[config.mk]
export PLATFORM = sky130hd
export DESIGN_NAME = lsb_first_bit_packer
export DESIGN_NICKNAME = d
export VERILOG_FILES = /design/src/hdl/lsbp_pkg.sv /design/src/hdl/lsb_first_bit_packer.sv /design/src/hdl/lsbp_store.sv /design/src/hdl/lsbp_ctrl.sv
export SDC_FILE = /design/constraint.sdc
export NUM_CORES = 2
export LEC_CHECK = 0
export BUFFER_PORTS_ARGS = -buffer_cell sky130_fd_sc_hd__buf_4
export CAP_MARGIN = 40
export CORE_ASPECT_RATIO = 0.6
export CORE_MARGIN = 1.5
export CORE_UTILIZATION = 57
export DETAILED_ROUTE_END_ITERATION = 12
export PLACE_DENSITY = 0.73
export SLEW_MARGIN = 20
export SYNTH_ARGS = -nofsm -noshare
export SYNTH_HDL_FRONTEND = slang
export SYNTH_SLANG_ARGS = --single-unit
export TNS_END_PERCENT = 10
[constraint.sdc]
create_clock -name aclk -period 16.85 [get_ports aclk]
set_clock_uncertainty 0.05 [all_clocks]
set_input_delay 2.5275 -clock aclk [delete_from_list [all_inputs] [get_ports aclk]]
set_output_delay 2.5275 -clock aclk [all_outputs]
set_load 0.01 [all_outputs]
[src/hdl/lsbp_pkg.sv]
// Shared types and constants for the LSB-first bit packer.
`timescale 1ns / 1ps

package lsbp_pkg;

    // Default geometry of the block.
    localparam int STORE_BYTES_DEF    = 256;
    localparam int MAX_FIELD_BITS_DEF = 32;

    // Width and reset value of the stream length register.
    localparam int          LEN_W     = 9;
    localparam logic [8:0]  LEN_RESET = 9'd256;

    // Operation codes carried by an input beat.
    typedef enum logic [1:0] {
        FUNC_WRITE   = 2'd0,
        FUNC_READ    = 2'd1,
        FUNC_RESTART = 2'd2,
        FUNC_LOAD    = 2'd3
    } func_t;

    // Sequencer states.
    typedef enum logic [2:0] {
        ST_CLEAR,
        ST_IDLE,
        ST_BYTE,
        ST_ALIGN,
        ST_DONE
    } state_t;

    // Input beat payload.
    typedef struct packed {
        func_t       func;
        logic [31:0] field_value;
        logic [5:0]  bit_count;
        logic [7:0]  byte_address;
        logic        clear_store;
    } in_beat_t;

    // Result beat payload.
    typedef struct packed {
        logic [31:0] read_data;
        logic        success;
    } out_beat_t;

endpackage

[src/hdl/lsb_first_bit_packer.sv]
// Top level of the LSB-first bit packer: config register, sequencer, store and result register.
`timescale 1ns / 1ps

// Variable-width bit-field packer and unpacker over a byte store, LSB-first.
// Input beats (s_valid/s_ready, s_beat) carry one operation: write bits, read
// bits, restart, or load byte. Every input beat produces exactly one result
// beat (m_valid/m_ready, m_beat) with the read data and a success flag.
// A field write reads and writes back the store bytes it touches, a field read
// only reads them, one byte per cycle through the single memory read port;
// the bytes touched number nbytes = ceil((offset mod 8 + bit_count) / 8), at
// most five for 32 bits. A read then realigns the gathered bytes in an align step.
// Zero-count, failing, non-clearing restart and load items skip the byte walk
// and go straight to the result. The next beat is accepted once the result has
// moved to the output register and the sequencer is back in idle.
// After reset, and on a restart that clears the store, the store is zeroed
// by a sweep over all STORE_BYTES bytes during which no input beat is accepted;
// the result of a clearing restart follows the sweep.
// A finished result waits in the output register while the sequencer goes
// back to accept the next beat; if the receiver stalls, the next result is
// held inside the sequencer until the output register frees.
// cfg_wr_en writes the stream length in bytes into a register checked at each field beat.
module lsb_first_bit_packer #(
    parameter int STORE_BYTES    = lsbp_pkg::STORE_BYTES_DEF,
    parameter int MAX_FIELD_BITS = lsbp_pkg::MAX_FIELD_BITS_DEF
) (
    input  logic                       aclk,
    input  logic                       aresetn,
    input  logic                       cfg_wr_en,
    input  logic [lsbp_pkg::LEN_W-1:0] cfg_wr_data,
    input  logic                       s_valid,
    output logic                       s_ready,
    input  lsbp_pkg::in_beat_t         s_beat,
    output logic                       m_valid,
    input  logic                       m_ready,
    output lsbp_pkg::out_beat_t        m_beat
);

    import lsbp_pkg::*;

    localparam int AW = (STORE_BYTES > 1) ? $clog2(STORE_BYTES) : 1;

    logic [LEN_W-1:0] stream_len_reg;
    logic             m_valid_reg;
    out_beat_t        m_beat_reg;

    logic             res_valid;
    out_beat_t        res_beat;
    logic             slot_free;
    logic             rd_en;
    logic [AW-1:0]    rd_addr;
    logic [7:0]       rd_data;
    logic             wr_en;
    logic [AW-1:0]    wr_addr;
    logic [7:0]       wr_data;

    // Stream length register.
    always_ff @(posedge aclk) begin
        if (!aresetn) begin
            stream_len_reg <= LEN_RESET;
        end else if (cfg_wr_en) begin
            stream_len_reg <= cfg_wr_data;
        end
    end

    lsbp_ctrl #(
        .STORE_BYTES    (STORE_BYTES),
        .MAX_FIELD_BITS (MAX_FIELD_BITS),
        .AW             (AW)
    ) u_ctrl (
        .aclk       (aclk),
        .aresetn    (aresetn),
        .stream_len (stream_len_reg),
        .s_valid    (s_valid),
        .s_ready    (s_ready),
        .s_beat     (s_beat),
        .res_valid  (res_valid),
        .res_beat   (res_beat),
        .slot_free  (slot_free),
        .rd_en      (rd_en),
        .rd_addr    (rd_addr),
        .rd_data    (rd_data),
        .wr_en      (wr_en),
        .wr_addr    (wr_addr),
        .wr_data    (wr_data)
    );

    lsbp_store #(
        .DEPTH (STORE_BYTES),
        .AW    (AW)
    ) u_store (
        .aclk    (aclk),
        .rd_en   (rd_en),
        .rd_addr (rd_addr),
        .rd_data (rd_data),
        .wr_en   (wr_en),
        .wr_addr (wr_addr),
        .wr_data (wr_data)
    );

    // Output register; it frees when empty or when its beat is taken.
    assign slot_free = !m_valid_reg || m_ready;

    always_ff @(posedge aclk) begin
        if (!aresetn) begin
            m_valid_reg <= 1'b0;
        end else if (slot_free) begin
            m_valid_reg <= res_valid;
        end
    end

    always_ff @(posedge aclk) begin
        if (slot_free && res_valid) begin
            m_beat_reg <= res_beat;
        end
    end

    assign m_valid = m_valid_reg;
    assign m_beat  = m_beat_reg;

endmodule

[src/hdl/lsbp_store.sv]
// Byte store: simple dual-port memory with a registered read port.
`timescale 1ns / 1ps

module lsbp_store #(
    parameter int DEPTH = 256,
    parameter int AW    = 8
) (
    input  logic          aclk,
    input  logic          rd_en,
    input  logic [AW-1:0] rd_addr,
    output logic [7:0]    rd_data,
    input  logic          wr_en,
    input  logic [AW-1:0] wr_addr,
    input  logic [7:0]    wr_data
);

    logic [7:0] store_reg [DEPTH];
    logic [7:0] rd_data_reg;

    // Write port.
    always_ff @(posedge aclk) begin
        if (wr_en) begin
            store_reg[wr_addr] <= wr_data;
        end
    end

    // Registered read port.
    always_ff @(posedge aclk) begin
        if (rd_en) begin
            rd_data_reg <= store_reg[rd_addr];
        end
    end

    assign rd_data = rd_data_reg;

endmodule

[src/hdl/lsbp_ctrl.sv]
// Sequencer that walks a field byte by byte through the store, and clears and loads store bytes.
`timescale 1ns / 1ps

module lsbp_ctrl #(
    parameter int STORE_BYTES    = 256,
    parameter int MAX_FIELD_BITS = 32,
    parameter int AW             = 8
) (
    input  logic                     aclk,
    input  logic                     aresetn,
    input  logic [lsbp_pkg::LEN_W-1:0] stream_len,
    input  logic                     s_valid,
    output logic                     s_ready,
    input  lsbp_pkg::in_beat_t       s_beat,
    output logic                     res_valid,
    output lsbp_pkg::out_beat_t      res_beat,
    input  logic                     slot_free,
    output logic                     rd_en,
    output logic [AW-1:0]            rd_addr,
    input  logic [7:0]               rd_data,
    output logic                     wr_en,
    output logic [AW-1:0]            wr_addr,
    output logic [7:0]               wr_data
);

    import lsbp_pkg::*;

    localparam int OW    = $clog2(STORE_BYTES * 8 + 1);
    localparam int LW    = (OW > 12) ? OW : 12;
    localparam int NBMAX = (MAX_FIELD_BITS + 14) / 8;
    localparam int NW    = $clog2(NBMAX + 1);
    localparam int SW    = NBMAX * 8;
    localparam int SHW   = $clog2(SW);

    state_t         state_reg, state_next;
    logic [OW-1:0]  offset_reg;
    logic [AW-1:0]  addr_reg;
    logic [AW-1:0]  clr_addr_reg;
    logic           clr_reply_reg;
    logic           is_read_reg;
    logic [2:0]     shift_reg;
    logic [5:0]     cnt_reg;
    logic [NW-1:0]  rem_reg;
    logic [NW-1:0]  nb_reg;
    logic [SW-1:0]  wv_reg;
    logic [SW-1:0]  acc_reg;
    logic [31:0]    res_data_reg;
    logic           res_ok_reg;

    logic           accept;
    logic           is_field;
    logic           fits;
    logic           go_field;
    logic           load_in_range;
    logic [2:0]     in_shift;
    logic [AW-1:0]  in_addr;
    logic [LW-1:0]  len_bits;
    logic [LW-1:0]  store_bits;
    logic [LW-1:0]  limit_bits;
    logic [LW-1:0]  off_ext;
    logic [6:0]     span_sum;
    logic [NW-1:0]  in_nbytes;
    logic [SW-1:0]  in_wv;
    logic [SHW-1:0] align_sh;
    logic [SW-1:0]  aligned;
    logic           clr_last;
    logic           byte_last;

    // Bits below a given count.
    function automatic logic [SW-1:0] low_mask(input logic [5:0] n);
        logic [SW-1:0] m;
        for (int i = 0; i < SW; i++) begin
            m[i] = (i < int'(n));
        end
        return m;
    endfunction

    // Decode of the beat offered at the input.
    assign accept     = s_valid && (state_reg == ST_IDLE);
    assign is_field   = (s_beat.func == FUNC_WRITE) || (s_beat.func == FUNC_READ);
    assign in_shift   = offset_reg[2:0];
    assign in_addr    = AW'(offset_reg >> 3);
    assign len_bits   = LW'({stream_len, 3'b000});
    assign store_bits = LW'(STORE_BYTES * 8);
    assign limit_bits = (len_bits > store_bits) ? store_bits : len_bits;
    assign off_ext    = LW'(offset_reg);
    assign fits       = (7'(s_beat.bit_count) <= 7'(MAX_FIELD_BITS))
                     && (off_ext < limit_bits)
                     && ((limit_bits - off_ext) >= LW'(s_beat.bit_count));
    assign go_field   = is_field && (s_beat.bit_count != 6'd0) && fits;
    assign span_sum   = 7'(in_shift) + 7'(s_beat.bit_count) + 7'd7;
    assign in_nbytes  = NW'(span_sum >> 3);
    assign in_wv      = (SW'(s_beat.field_value) & low_mask(s_beat.bit_count)) << in_shift;
    assign load_in_range = 32'(s_beat.byte_address) < STORE_BYTES;

    // Realignment of the bytes gathered by a read.
    assign align_sh   = SHW'((NBMAX - int'(nb_reg)) * 8 + int'(shift_reg));
    assign aligned    = (acc_reg >> align_sh) & low_mask(cnt_reg);

    assign clr_last   = (clr_addr_reg == AW'(STORE_BYTES - 1));
    assign byte_last  = (rem_reg == NW'(1));

    // Next state.
    always_comb begin
        state_next = state_reg;
        unique case (state_reg)
            ST_CLEAR: begin
                if (clr_last) begin
                    state_next = clr_reply_reg ? ST_DONE : ST_IDLE;
                end
            end
            ST_IDLE: begin
                if (s_valid) begin
                    if (go_field) begin
                        state_next = ST_BYTE;
                    end else if (s_beat.func == FUNC_RESTART && s_beat.clear_store) begin
                        state_next = ST_CLEAR;
                    end else begin
                        state_next = ST_DONE;
                    end
                end
            end
            ST_BYTE: begin
                if (byte_last) begin
                    state_next = is_read_reg ? ST_ALIGN : ST_DONE;
                end
            end
            ST_ALIGN: begin
                state_next = ST_DONE;
            end
            ST_DONE: begin
                if (slot_free) begin
                    state_next = ST_IDLE;
                end
            end
            default: state_next = ST_IDLE;
        endcase
    end

    // Handshake and memory port drive.
    always_comb begin
        s_ready   = 1'b0;
        res_valid = 1'b0;
        rd_en     = 1'b0;
        rd_addr   = addr_reg + AW'(1);
        wr_en     = 1'b0;
        wr_addr   = addr_reg;
        wr_data   = rd_data | wv_reg[7:0];
        unique case (state_reg)
            ST_CLEAR: begin
                wr_en   = 1'b1;
                wr_addr = clr_addr_reg;
                wr_data = 8'h00;
            end
            ST_IDLE: begin
                s_ready = 1'b1;
                if (s_valid && go_field) begin
                    rd_en   = 1'b1;
                    rd_addr = in_addr;
                end
                if (s_valid && s_beat.func == FUNC_LOAD && load_in_range) begin
                    wr_en   = 1'b1;
                    wr_addr = AW'(s_beat.byte_address);
                    wr_data = s_beat.field_value[7:0];
                end
            end
            ST_BYTE: begin
                rd_en = !byte_last;
                wr_en = !is_read_reg;
            end
            ST_ALIGN: begin
            end
            ST_DONE: begin
                res_valid = 1'b1;
            end
            default: begin
            end
        endcase
    end

    assign res_beat.read_data = res_data_reg;
    assign res_beat.success   = res_ok_reg;

    // State and control registers.
    always_ff @(posedge aclk) begin
        if (!aresetn) begin
            state_reg     <= ST_CLEAR;
            offset_reg    <= '0;
            clr_addr_reg  <= '0;
            clr_reply_reg <= 1'b0;
        end else begin
            state_reg <= state_next;
            if (state_reg == ST_CLEAR) begin
                clr_addr_reg <= clr_addr_reg + AW'(1);
            end
            if (accept) begin
                if (go_field) begin
                    offset_reg <= offset_reg + OW'(s_beat.bit_count);
                end
                if (s_beat.func == FUNC_RESTART) begin
                    offset_reg    <= '0;
                    clr_addr_reg  <= '0;
                    clr_reply_reg <= 1'b1;
                end
            end
        end
    end

    // Field datapath registers.
    always_ff @(posedge aclk) begin
        if (accept) begin
            is_read_reg  <= (s_beat.func == FUNC_READ);
            shift_reg    <= in_shift;
            cnt_reg      <= s_beat.bit_count;
            rem_reg      <= in_nbytes;
            nb_reg       <= in_nbytes;
            addr_reg     <= in_addr;
            wv_reg       <= in_wv;
            res_data_reg <= '0;
            res_ok_reg   <= !is_field || (s_beat.bit_count == 6'd0) || fits;
        end
        if (state_reg == ST_BYTE) begin
            wv_reg   <= wv_reg >> 8;
            acc_reg  <= {rd_data, acc_reg[SW-1:8]};
            addr_reg <= addr_reg + AW'(1);
            rem_reg  <= rem_reg - NW'(1);
        end
        if (state_reg == ST_ALIGN) begin
            res_data_reg <= 32'(aligned);
        end
    end

endmodule

# ---- Word-level counts from Yosys, hierarchy flattened
# Memories as Yosys holds them, arrays and structs flattened. A register that Yosys moved wholly into a read port is not among the register bits.
# Index checks and enable logic that the tools add are counted.
dict set report word_totals {
  ram_bits 2048
  wordCells 187
  out_inout_bits 35
  mem_count 1
  input_bits 63
  register_bits 204
}
dict set report classes {
  eq_ne 13
  shifts 2
  order_cmp 76
  n_addsub 9
  n_reduce_logical 27
  muxes 37
  n_bitwise 3
}
# memory depth word_bits rd rd_clocked_by_memory_dff wr line
set mem_list {}
lappend mem_list {u_store.store_reg 256 8 1 1 1 lsbp_store.sv:17} ;# logic [7:0] store_reg [DEPTH];
# op n
set op_table {}
lappend op_table {{5-bit by 6-bit less-than comparator with 1-bit output (first input constant)} 32}
lappend op_table {{32-bit 2-to-1 mux} 4}
lappend op_table {{4-bit by 6-bit less-than comparator with 1-bit output (first input constant)} 16}
lappend op_table {{8-bit 2-to-1 mux} 9}
lappend op_table {{3-bit by 6-bit less-than comparator with 1-bit output (first input constant)} 8}
lappend op_table {{6-bit less-than comparator (first input constant)} 8}
lappend op_table {{32-bit by 40-bit AND with 40-bit output} 1}
lappend op_table {{40-bit by 3-bit left shift with 40-bit output} 1}
lappend op_table {{40-bit by 6-bit right shift with 32-bit output} 1}
lappend op_table {{12-bit 2-to-1 mux} 3}
lappend op_table {{32-bit AND} 1}
lappend op_table {{8-bit one-hot mux with 2 select lines} 2}
lappend op_table {{3-bit 2-to-1 mux} 10}
lappend op_table {{1-bit by 6-bit less-than comparator with 1-bit output (first input constant)} 4}
lappend op_table {{2-bit by 6-bit less-than comparator with 1-bit output (first input constant)} 4}
lappend op_table {{8-bit by 1-bit adder with 8-bit output (second input constant)} 2}
lappend op_table {{3-bit one-hot mux with 5 select lines} 1}
lappend op_table {{12-bit by 6-bit adder with 12-bit output} 1}
lappend op_table {{12-bit by 6-bit >= comparator with 1-bit output} 1}
lappend op_table {{12-bit greater-than comparator (second input constant)} 1}
lappend op_table {{12-bit less-than comparator} 1}
lappend op_table {{12-bit subtractor} 1}
lappend op_table {{1-bit logical AND} 9}
lappend op_table {{8-bit equality test (second input constant)} 1}
lappend op_table {{26 further kinds} 45}

# ---- Depth between registers and ports, before layout
dict set report logic_depth {
  word_depth 9
  depth_mapped 26
}

# ---- Hierarchy
# Synthesis repeated with hierarchy kept, for this count alone.
dict set report unflattened {
  hier_cells 4998
  hier_area_um2 92193.4
}
# mod seq_area_each_um2 instances area_per_inst_um2 cells_per_inst
set modules_own_cells {}
lappend modules_own_cells {lsbp_store 61739.2 1 79636.4 3733}
lappend modules_own_cells {lsbp_ctrl 4494.3 1 11187.0 1199}
lappend modules_own_cells {lsb_first_bit_packer 1191.1 1 1370.1 66}

# ---- Worst setup path before layout
# No wires, ideal clock.
dict set report synth_path {
  kind {input to register}
  startpoint {input port s_valid}
  endpoint {memory u_store.store_reg[0][3], data pin}
  required_ps 14613
  setup_ps 2187
  arrival_time_ps 14022
  path_slack_ps 591
  stages 7
  path_buffers 3
  path_cell_list {nand2_1 clkinv_1 and3_1 clkbuf_1 clkbuf_1 clkbuf_1 o21ai_0}
}
dict set report synth_via {
  elab_chain_len 3
}
# element line
set synth_lines {}
lappend synth_lines {{start, declared} lsb_first_bit_packer.sv:30} ;# input logic s_valid,
lappend synth_lines {{1-bit logical AND} lsbp_ctrl.sv:161} ;# if (s_valid && s_beat.func == FUNC_LOAD && load_in_range) begin
lappend synth_lines {{8-bit 2-to-1 mux} lsbp_ctrl.sv:161}
lappend synth_lines {{8-bit one-hot mux with 2 select lines} lsbp_ctrl.sv:149} ;# unique case (state_reg)
lappend synth_lines {{named net u_ctrl.wr_data[3]} lsbp_ctrl.sv:23} ;# output logic [7:0] wr_data
lappend synth_lines {{end, declared} lsbp_store.sv:17}
# The timed path passes the listed nets, and every way through them passes these cells.

# ---- Final worst setup path
dict set report layout_path {
  startpoint {input port s_beat[10] (netlist bit)}
  endpoint {register u_store.rd_data_reg[1], in the netlist u_store.rd_data[1], read port of u_store.store_reg, data pin}
}
dict set report layout_via {
  elab_chain_len 7
  elab_cells_between_ends 12
}
# element line
set layout_lines {}
lappend layout_lines {{start, declared} lsb_first_bit_packer.sv:32} ;# input lsbp_pkg::in_beat_t s_beat,
lappend layout_lines {{parallel branches: the longest is 3 deep, another holds 12-bit by 6-bit >= comparator with 1-bit output} -}
lappend layout_lines {{1-bit logical AND (*)} lsbp_ctrl.sv:90} ;# assign go_field = is_field && (s_beat.bit_count != 6'd0) && fits;
lappend layout_lines {{1-bit logical AND (*)} lsbp_ctrl.sv:157} ;# if (s_valid && go_field) begin
lappend layout_lines {{1-bit 2-to-1 mux or 8-bit 2-to-1 mux (tied branches)} lsbp_ctrl.sv:157}
lappend layout_lines {{1-bit one-hot mux with 2 select lines or 8-bit 2-to-1 mux (tied branches)} lsbp_ctrl.sv:149}
lappend layout_lines {{end, declared} lsbp_store.sv:18} ;# logic [7:0] rd_data_reg;
# Mark *: on every way between the ends.
# A chain may end at the register's enable or synchronous reset.

==> results by group <==
Status
  – Status: complete, no violations

Pwr
  – P_leak: 35.7 nW
  – Cell Pwr Density: 101 mW/mm²
  – Worst vdd ir: 0.111 mV

Routing
  – Antenna viol nets, final: 0
  – Vias per Instance: 6.70
  – First-pass DRT Iterations: 6
  – Via Count: 61.7k
  – DRC: 0
  – WL per Instance: 29.5 µm
  – DRT iter0 DRCs: 11.1k
  – Routed Wire Length: 272,000 µm

Die
  – DIE HEIGHT: 318 µm
  – I/O pins: 98
  – Die area: 0.168 mm²
  – Row count: 115
  – Die width: 528 µm
  – Core area: 0.164 mm²
  – Initial Util: 57.4%

Clocking
  – Clk_lat worst skew: 0.85 ns
  – H-tree levels: 4
  – Max clock buf depth: 4
  – Post-CTS sizing: 0
  – Post-CTS Setup Inserts: 0
  – Clock root buffer: clkbuf_16
  – Clock Sinks: 2,259
  – Reg clk slew, reported paths: 0.07 ns
  – Num CTS Buffers: 197
  – Hold-fix buffers, CTS: 0
  – CTS tree: done

Critical path
  – Cell Chain, Critical Path: buf_4 > clkinv_1 > ha_1 > a211oi_1 > nor2_1 > or4_4 > nor4_4 > o21ai_4 > buf_16 > nand2_8 > buf_12 > buf_4 > a211oi_1 > o41ai_1 > o31ai_1 > a221oi_1 > nand4_1 > o21ai_1
  – Worst setup EP type: flop
  – Critical Path Source: s_beat[10]
  – Req. time, crit path: 17.48 ns
  – WP data arrival: 9.88 ns
  – Slowest-stage cell, CP: a221oi_1
  – Critical path peak fanout: 140
  – CP Class: in2reg
  – FF-to-FF Start: stream_len_reg[8]
  – Crit-path max cell delay: 0.90 ns
  – CP Launch Type: primary input

STA
  – RSZ-0062 raised after global routing: false
  – Final hold violation count: 0
  – Min Tclk post-route: 9.26 ns
  – Fin crit share: 54.9%
  – Final number of max-transition violations: 0
  – Slew headroom: 27.7%
  – Final setup viols: 0
  – Worst Tran Pin Value: 1.08 ns
  – Fin Setup TNS: 0 ns
  – Fmax: 108 MHz

Logic synthesis
  – EDFF count, synth: 2,218
  – Cell variety after synth: 90
  – Seq/Total Area, Yosys: 71.6%
  – Post-synth net total: 6,802
  – Synth Register Bits: 2,259
  – Area fraction of the dominant cell type after synthesis: 70.8%
  – Largest cells by area after synthesis: edfxtp_1 71%, mux2i_1 6.1%, nand2_1 4.1%
  – FFs w/ async S/R, synth: 0%
  – Mean Syn Cell Area: 14.0 µm²
  – Top FF cell, synth: edfxtp_1
  – Synth area leader: edfxtp_1
  – Cells after synthesis: 6,706
  – Ys Warns: 0
  – Synthesized area: 0.0941 mm²

Global routing
  – GRT overflow: 0
  – Largest net degree at the start of global routing: 257
  – Vias in the first global route: 57.0k
  – Met3 usage: 12.1%
  – GR Layer Usage met1: 48.6%
  – Global-route wire length before repair: 391,000 µm
  – Grt met2 use: 41.7%
  – GRT Overall Usage: 31.8%
  – Antenna violations before repair: 15
  – GRT busiest layer: met1

Job
  – Max_cap viols: 0

Placed design
  – Port-buffer cells: 97
  – Dpl hpwl: 169,000 µm
  – Post-DP Area: 0.0978 mm²
  – Final Wtd Congestion: 0.961

Final layout
  – Layout area overhead: 11.5%
  – Max reg flops: 2,048
  – Design Area, Final: 0.105 mm²
  – Layout cell share with drive strength beyond 1: 11.5%
  – Final core occ: 64.0%
  – Commonest cells after routing, fill and taps aside: 2,218 x edfxtp_1, 1,021 x nand2_1, 575 x mux2i_1
  – NumNets Final: 6,976
  – Most common cell after layout, fill and taps aside: edfxtp_1

Min path
  – Worst Hold Class: reg2reg
  – Hold Path Origin: u_ctrl.res_data_reg[21]
==> cell type report <==
cell class              count  area, µm²
diodes                     16       40.0
clock buffers             243       5190
clock inverters           112        933
fillers                 11522      59000
inverters                  36        136
multi-input cells        3954      24600
flip-flops and latches   2259      67400
well taps                2164       2710
repair buffers            432       3890
==> Yosys cell counts (all sizes together), types with 31 or more instances <==
cell type,number
a21boi,37
buf,204
nand2,1023
edfxtp,2218
o21ai,254
a31oi,63
o22ai,188
ha,32
nor2,417
nor4,42
a32oi,128
nor2b,33
o41ai,50
a21oi,297
and3,98
dfxtp,41
nand3,201
clkbuf,253
mux2i,578
nor3,31
a211oi,113
==> stage by stage <==
stage / total power [mW] / setup WS, ns / hold slack [ns] / std cells
final: 10.6 / 7.59 / 0.359 / 9216
after global placement: 6.32 / 6.57 / 0.356 / 8623
after detailed placement: 6.32 / 6.95 / 0.355 / 8736
after CTS: 10.6 / 7.80 / 0.359 / 9091
after global routing: 10.9 / 7.49 / 0.361 / 9201
after floorplan: 6.27 / 0.591 / 0.350 / 6706
==> critical path: cells and delay by family <==
| family | cells | cell delay [ns] |
|---|---|---|
| buffers and inverters | 5 | 2.06 |
| adders and majority gates | 1 | 0.39 |
| AOI/OAI and AO/OA | 7 | 2.38 |
| and+or+nand+nor | 5 | 2.22 |
==> where the power goes <==
group | switching, mW | internal [mW] | total (mW)
Clock | 2.02 | 2.41 | 4.43
Combinational | 0.0833 | 0.0381 | 0.121
Sequential | 0.00433 | 6.08 | 6.09
Total | 2.10 | 8.54 | 10.6
==> cells by family (layout without fill, tap and decap cells) <==
family	count (synthesis)	after routing	share of synthesized area [%]
AOI/OAI and AO/OA	1320	1320	9.26
xor gates and xnor gates	33	33	0.307
adders and majority gates	33	33	0.447
buffers and inverters	493	823	2.54
DFF	2259	2259	71.6
muxes	622	622	6.94
other	0	16	0
and+or+nand+nor	1946	1946	8.88
==> worst paths after layout <==
| path | end | slack [ns] | cells after the start |
|---|---|---|---|
| worst min-delay path | m_beat[22] | 0.36 | 0 |
| worst max-delay path | u_store.rd_data[1] | 7.59 | 18 |
| worst max register to register | u_store.rd_data[1] | 8.13 | 22 |
| worst min register to register | m_beat[22] | 0.36 | 0 |
==> metal layers <==
metal / up-vias / part of all wire (%)
li1: 26024 / -
met1: 30467 / 40
met2: 4610 / 40
met3: 618 / 17
met4: 16 / 3.4
met5: - / 0.060
(Power assumes the default switching activity.)
